`config.mk`:
```
export PLATFORM = sky130hd
export DESIGN_NAME = fndc_cell
export DESIGN_NICKNAME = d
export VERILOG_FILES = /design/src/rtl/fndc_pkg.sv /design/src/rtl/fndc_cell.sv
export SDC_FILE = /design/constraint.sdc
export NUM_CORES = 1
export LEC_CHECK = 0
export BUFFER_PORTS_ARGS = -buffer_cell sky130_fd_sc_hd__buf_2
export CAP_MARGIN = 30
export CORE_MARGIN = 5
export CORE_UTILIZATION = 40
export DETAILED_ROUTE_END_ITERATION = 8
export PLACE_DENSITY = 0.73
export SLEW_MARGIN = 20
export SYNTH_ARGS = -nofsm -noshare
export SYNTH_HDL_FRONTEND = slang
export SYNTH_SLANG_ARGS = --single-unit
```
`constraint.sdc`:
```
create_clock -name clk_i -period 0.8 [get_ports clk_i]
set_input_delay 0.04 -clock clk_i [delete_from_list [all_inputs] [get_ports clk_i]]
set_output_delay 0.04 -clock clk_i [all_outputs]
set_load 0.03 [all_outputs]
```
`src/rtl/fndc_pkg.sv`:
```
package fndc_pkg;

  // Field and datapath widths.
  localparam int FREQ_W = 23;
  localparam int DIV_W  = 18;
  localparam int QN_W   = 23;
  localparam int QF_W   = 25;
  localparam int DEN_W  = 25;
  localparam int PROD_W = DIV_W + DEN_W;
  localparam int N_W    = 16;
  localparam int NUM_W  = 24;
  localparam int CODE_W = 4;
  localparam int PFD_W  = 18;

  // Legal VCO window in kHz; both limits are exclusive.
  localparam logic [31:0] VCO_LOW_KHZ  = 32'd4300000;
  localparam logic [31:0] VCO_HIGH_KHZ = 32'd5376000;

  // Channel table of the internal path.
  localparam logic [FREQ_W-1:0] CH_A0_KHZ = 23'd28350;
  localparam logic [FREQ_W-1:0] CH_A1_KHZ = 23'd29925;
  localparam logic [FREQ_W-1:0] CH_B0_KHZ = 23'd31500;
  localparam logic [FREQ_W-1:0] CH_B1_KHZ = 23'd38250;
  localparam logic [FREQ_W-1:0] CH_B2_KHZ = 23'd39375;

  // Divisors already include the prescaler of two.
  localparam logic [DIV_W-1:0] DIVISOR_A = 18'd201600;
  localparam logic [DIV_W-1:0] DIVISOR_B = 18'd151200;
  localparam logic [DIV_W-1:0] DIVISOR_C = 18'd126000;

  localparam logic [CODE_W-1:0] PUMP_A = 4'd5;
  localparam logic [CODE_W-1:0] PUMP_B = 4'd7;
  localparam logic [CODE_W-1:0] PUMP_C = 4'd8;
  localparam logic [CODE_W-1:0] MULT_A = 4'd8;
  localparam logic [CODE_W-1:0] MULT_B = 4'd6;
  localparam logic [CODE_W-1:0] MULT_C = 4'd5;

  localparam logic [DEN_W-1:0] DEN_RESET = 25'd1048576;
  localparam logic [PFD_W-1:0] PFD_RESET = 18'd4200;

  typedef enum logic [0:0] {
    CFG_FRAC_DEN = 1'b0,
    CFG_EXT_PFD  = 1'b1
  } cfg_idx_e;

  typedef struct packed {
    logic [FREQ_W-1:0] freq_khz;
    logic              internal_vco;
  } in_t;

  typedef struct packed {
    logic              valid_res;
    logic [1:0]        div1_index;
    logic [2:0]        div2_index;
    logic [N_W-1:0]    n_integer;
    logic [NUM_W-1:0]  frac_numerator;
    logic [7:0]        den_high;
    logic [15:0]       den_low;
    logic [CODE_W-1:0] pump_current_code;
    logic [CODE_W-1:0] multiplier_code;
  } out_t;

  typedef struct packed {
    logic              found;
    logic [1:0]        div1_idx;
    logic [2:0]        div2_idx;
    logic [QN_W-1:0]   vco;
    logic [DIV_W-1:0]  divisor;
    logic [CODE_W-1:0] pump;
    logic [CODE_W-1:0] mult;
  } prep_t;

  typedef struct packed {
    logic              found;
    logic [1:0]        div1_idx;
    logic [2:0]        div2_idx;
    logic [CODE_W-1:0] pump;
    logic [CODE_W-1:0] mult;
  } side1_t;

  typedef struct packed {
    logic              ok;
    logic [1:0]        div1_idx;
    logic [2:0]        div2_idx;
    logic [N_W-1:0]    n;
    logic [CODE_W-1:0] pump;
    logic [CODE_W-1:0] mult;
  } side2_t;

endpackage

```
`src/rtl/fndc_cell.sv`:
```
module fndc_cell #(
  parameter int  W      = 23,
  parameter type side_t = logic
) (
  input  logic                     clk_i,
  input  logic                     rst_ni,
  input  logic                     valid_i,
  input  logic [fndc_pkg::DIV_W-1:0] rem_i,
  input  logic [fndc_pkg::DIV_W-1:0] div_i,
  input  logic [W-1:0]             bits_i,
  input  side_t                    side_i,
  output logic                     valid_o,
  output logic [fndc_pkg::DIV_W-1:0] rem_o,
  output logic [fndc_pkg::DIV_W-1:0] div_o,
  output logic [W-1:0]             bits_o,
  output side_t                    side_o
);

  localparam int DW = fndc_pkg::DIV_W;

  logic [DW:0]   trial;
  logic [DW:0]   diff;
  logic          ge;
  logic [DW-1:0] rem_d;
  logic [W-1:0]  bits_d;

  logic          valid_q;
  logic [DW-1:0] rem_q;
  logic [DW-1:0] div_q;
  logic [W-1:0]  bits_q;
  side_t         side_q;

  // One restoring step: bring in the next dividend bit and try a subtract.
  // The dividend bits leave at the top while quotient bits enter at the bottom.
  assign trial  = {rem_i, bits_i[W-1]};
  assign diff   = trial - {1'b0, div_i};
  assign ge     = trial >= {1'b0, div_i};
  assign rem_d  = ge ? diff[DW-1:0] : trial[DW-1:0];
  assign bits_d = {bits_i[W-2:0], ge};

  always_ff @(posedge clk_i or negedge rst_ni) begin
    if (!rst_ni) begin
      valid_q <= 1'b0;
    end else begin
      valid_q <= valid_i;
    end
  end

  always_ff @(posedge clk_i) begin
    rem_q  <= rem_d;
    div_q  <= div_i;
    bits_q <= bits_d;
    side_q <= side_i;
  end

  assign valid_o = valid_q;
  assign rem_o   = rem_q;
  assign div_o   = div_q;
  assign bits_o  = bits_q;
  assign side_o  = side_q;

endmodule

```
# Word-level counts from Yosys, hierarchy flattened
# Cells that the tools add are included.
# op_classes
mul	0
div_mod_pow	0
mux	1
magnitude_cmp	1
n_eq_ne	0
bitwise	0
n_reduce_logical	0
shift	0
add_sub_neg	1
# op_table
op	count
$ge 19x18->1	1
$mux 18	1
$sub 18x18->18	1
# totals
output_inout_bits	61
ram_bits	0
latchBits	0
elab_cells	8
regBits	61
mem_count	0
romBits	0
input_bits	63

# Longest topological paths before layout
# depth
depth_word	2
mapped_depth	11
ltp_nobuf	10

# Worst setup path after synthesis
# No wires, ideal clock.
# synth_timing
path_kind	input port to flip-flop
start	input port div_i[4] in the netlist's numbering
end	register rem_q[10] (netlist: rem_o[10])
required_ps	679
setup_ps	121
path_buffers	2
slack_ps	-1336
arrival_time_ps	2015
path_stages	10
cell_sequence	inv_1 -> ha_1 -> a21o_1 -> a31oi_1 -> a211oi_2 -> nor3_2 -> o211a_1 -> buf_6 -> buf_12 -> mux2_4
# synth_between
elab_chain_cells	2
word_cells_on_any_way	3
cone_classes	add/sub: 1; order compare: 1; mux: 1
# synth_rtl
element	line	text
start: declaration	fndc_cell.sv:9	input logic [fndc_pkg::DIV_W-1:0] div_i,
$sub 18x18->18 or $ge 19x18->1 (tied branches)	fndc_cell.sv:36, fndc_cell.sv:37	
$mux 18 (*)	fndc_cell.sv:38	assign rem_d = ge ? diff[DW-1:0] : trial[DW-1:0];
via rem_d[10]	fndc_cell.sv:24	logic [DW-1:0] rem_d;
end signal: assignment	fndc_cell.sv:50	rem_q <= rem_d;
end: declaration	fndc_cell.sv:28	logic [DW-1:0] rem_q;
# The timed path passes the listed nets; every way through them passes the cells marked *.

# Worst setup path in the final report
# layout_timing
start	input port bits_i[22]
end	register rem_q[12] (netlist: rem_o[12])
# layout_between
elab_chain_cells	2
word_cells_on_any_way	3
cone_classes	add/sub: 1; order compare: 1; mux: 1
# layout_rtl
element	line	text
start: declaration	fndc_cell.sv:10	input logic [W-1:0] bits_i,
$sub 18x18->18 or $ge 19x18->1 (tied branches)	fndc_cell.sv:36, fndc_cell.sv:37	
$mux 18 (*)	fndc_cell.sv:38	
via rem_d[12]	fndc_cell.sv:24	
# Marked as above.

==> impl_metrics.csv <==
group,metric,value,unit
detailed_routing,first_pass_iters,7,
synth,async_flop_share,0.0164,
detailed_routing,vias_per_cell,5.18,
sta,fmax,0.545,GHz
sta,worst_slack,-1.03,ns
flow_run,drv_cap,0,
detailed_routing,avgRoutedWirePerCell,19.5,um
synth,synth.avg_cell_area,10.7,sq um
cells_and_area,multi_input_area,0.00144,sq mm
die,start_util,0.410,
synth,ys_seq_area_frac,0.474,
die,core_area,0.00631,sq mm
place,place_congestion,0.812,
place,dp.cells,490,
sta,slew_headroom,0.689,
die,fp-row-count,29,
synth,yosysWarnings,0,
synth,syn_area,0.00259,sq mm
clocking,cts_root_buffer,"clkbuf_8",
detailed_routing,ant_nets,0,
synth,synth-seq-cells,61,
power_and_ir_drop,ir_drop,1.45,mV
worst_setup_path,crit_type,"in2reg",
worst_setup_path,worstPathMaxFanout,3,
detailed_routing,drtIter0Drc,206,
cells_and_area,antenna_cells,0,
worst_setup_path,cp_slowest_cell,"fa_2",
status,status,"finished with violations",
cells_and_area,fin_util,0.832,
synth,ys.flop_type,"dfxtp_1",
die,design.die.area,0.00818,sq mm
worst_setup_path,worstSetupEndpointType,"flop",
sta,worstMarginPinSlew,0.460,ns
hold_path,min_path_type,"in2reg",
cells_and_area,area_growth,103,%
place,numPortBuffers,123,
detailed_routing,num_vias,2982,
cells_and_area,nets,576,
hold_path,min_from,"rem_i[0]",
sta,rsz0062_at_grt,"yes",
worst_setup_path,startpoint_type,"input port",
grt,antenna_found_initial,0,
clocking,clk_path_buf_depth,2,
clocking,clock-sinks,61,
grt,gr-total-overflow,0,
die,ios,124,
worst_setup_path,path_cells,"buf_8, inv_12, ha_4, inv_2, fa_2, a21o_1, a221oi_2, buf_4, o21ai_2, a311oi_2, xnor2_1, mux2_4",
sta,setup_tns,-19.78,ns
status,violations,"setup timing",
place,dp_hpwl,5.22,mm
worst_setup_path,max_stage_delay,0.33,ns
worst_setup_path,crit_path_start,"bits_i[22]",
die,fp.dieH,90.4,um
sta,fin_crit_sh,2.29,
clocking,clk_pin_slew_worst_paths,0.08,ns
sta,finalHoldViolCount,0,
synth,synthCells,242,
grt,grt_pass1_vias,3049,
grt,grt_pass1_wl,15.3,mm
clocking,cts_tree,"done",
worst_setup_path,crit_arrival,2.07,ns
sta,slew_viol_final,0,
detailed_routing,drc,0,
clocking,numCtsBuffers,9,
cells_and_area,drive_gt1_frac,0.641,
detailed_routing,routed_wl,11.2,mm
cells_and_area,nFillCells,316,
grt,grtUsageTotal,0.233,
die,dieWidth,90.4,um
sta,fin_crit,1.83,ns
worst_setup_path,worstPathRequired,1.04,ns
power_and_ir_drop,power.total,9.90,mW
synth,synth_edf_count,0,
synth,syn_nets,324,
clocking,ctsHtreeMaxLevel,3,
power_and_ir_drop,powerDensity,1890,mW/mm^2
sta,setup_violations,80,
cells_and_area,regArea,0.00130,sq mm
synth,yosys.cell_types.count,51,
power_and_ir_drop,leakage,2.46,nW
cells_and_area,stdcell_count,576,
grt,grt_max_degree,16,
-- sequential cells by signal, summed over array words and instances, names as in the netlist --
register  flops
bits_o       23
div_o        18
rem_o        18
side_o        1
valid_o       1
-- per-stage QoR --
step,worst slack [ns],cell area [sq um],hold WS [ns]
floorplan,-1.17,2750,-0.256
detailed placement,-1.38,3810,-0.183
global placement,-1.36,3810,-0.184
global route,-1.11,5250,0.0206
CTS,-0.902,5080,0.00520
finish,-1.03,5250,0.0336
-- power by group --
| part | leakage, nW | total, mW | internal, mW | switching [mW] |
|---|---|---|---|---|
| Clock | 0.0868 | 2.62 | 1.23 | 1.40 |
| Sequential | 0.518 | 3.57 | 3.41 | 0.164 |
| Combinational | 1.86 | 3.71 | 1.88 | 1.83 |
| Total | 2.46 | 9.90 | 6.51 | 3.39 |
-- kinds of logic after synthesis --
family | Yosys count | synth area share
compound gates | 48 | 0.136
simple gates | 56 | 0.113
buf+inv | 29 | 0.0585
flops | 61 | 0.474
fa+ha+maj | 19 | 0.0948
mux | 19 | 0.0899
xor+xnor | 10 | 0.0339
-- critical path, delay by kind of cell --
family                   cells  cell delay [ns]
AO/OA/AOI/OAI                4             0.74
multiplexers                 1             0.31
XOR/XNOR                     1             0.18
adder cells (fa/ha/maj)      2             0.45
buffers and inverters        4             0.35
-- cells in the mapped netlist (2+ instances only) --
cell type,count,share of area
a211oi_1,3,0.0087
a21o_1,5,0.015
a21oi_1,9,0.017
a311oi_1,3,0.010
a31oi_1,4,0.0097
and3_1,2,0.0048
buf_6,3,0.013
dfxtp_1,60,0.46
ha_1,18,0.087
inv_1,23,0.033
mux2_2,10,0.044
mux2_4,6,0.035
mux2i_1,3,0.012
nand2_1,16,0.023
nand2b_1,2,0.0048
nand3_1,6,0.012
nor2_1,14,0.020
nor2b_1,2,0.0048
nor3_1,4,0.0077
o211a_1,3,0.012
o21a_1,2,0.0058
o21ai_0,6,0.012
or3_2,2,0.0058
xnor2_1,7,0.024
xor2_1,3,0.010
-- layer usage --
metal	global-route usage	share of wire	vias to the layer above
li1	-	-	1358
met1	0.248	0.35	1369
met2	0.421	0.53	196
met3	0.0700	0.066	59
met4	0.104	0.047	0
met5	0	0	-
-- cells in the final DEF (no fill, tap or decap), types with 3 or more instances in the layout --
cell type and n:
a21o_1 5, ha_4 8, xnor2_1 7, a31oi_1 3, clkinv_4 3, nor2_1 14
dlygate4sd3_1 58, xor2_1 3, clkbuf_8 10, a21oi_1 9, buf_6 63, nand2_1 16
nand3_1 5, inv_1 17, nor3_1 3, mux2_4 6, buf_4 63, mux2_2 10
ha_1 8, dfxtp_2 59, buf_2 60, o21ai_0 6
-- final timing paths --
path                             end  depth (start not counted)
setup / recovery           rem_o[12]                         12
hold / removal              rem_o[1]                          2
max in group asynchronous    valid_o                          3
min in group asynchronous    valid_o                          3
-- layout make-up --
class,instances,area share
timing repair buffer,247,0.404
clock buffer,12,0.0276
tap,77,0.0183
inverter,23,0.0226
sequential,61,0.247
multi-input combinational,152,0.273
clock inverter,4,0.00643
-- what timing repair did --
item / in CTS / in global routing
pin swaps: 11 / 8
hold buffers: 58 / 0
setup buffers: 4 / 7
gates cloned: 0 / 1
resized for setup: 187 / 19
setup endpoints to repair: 80 / 80
endpoints found under the hold margin: 57 / 0
Power figures use the tool's default switching activity.
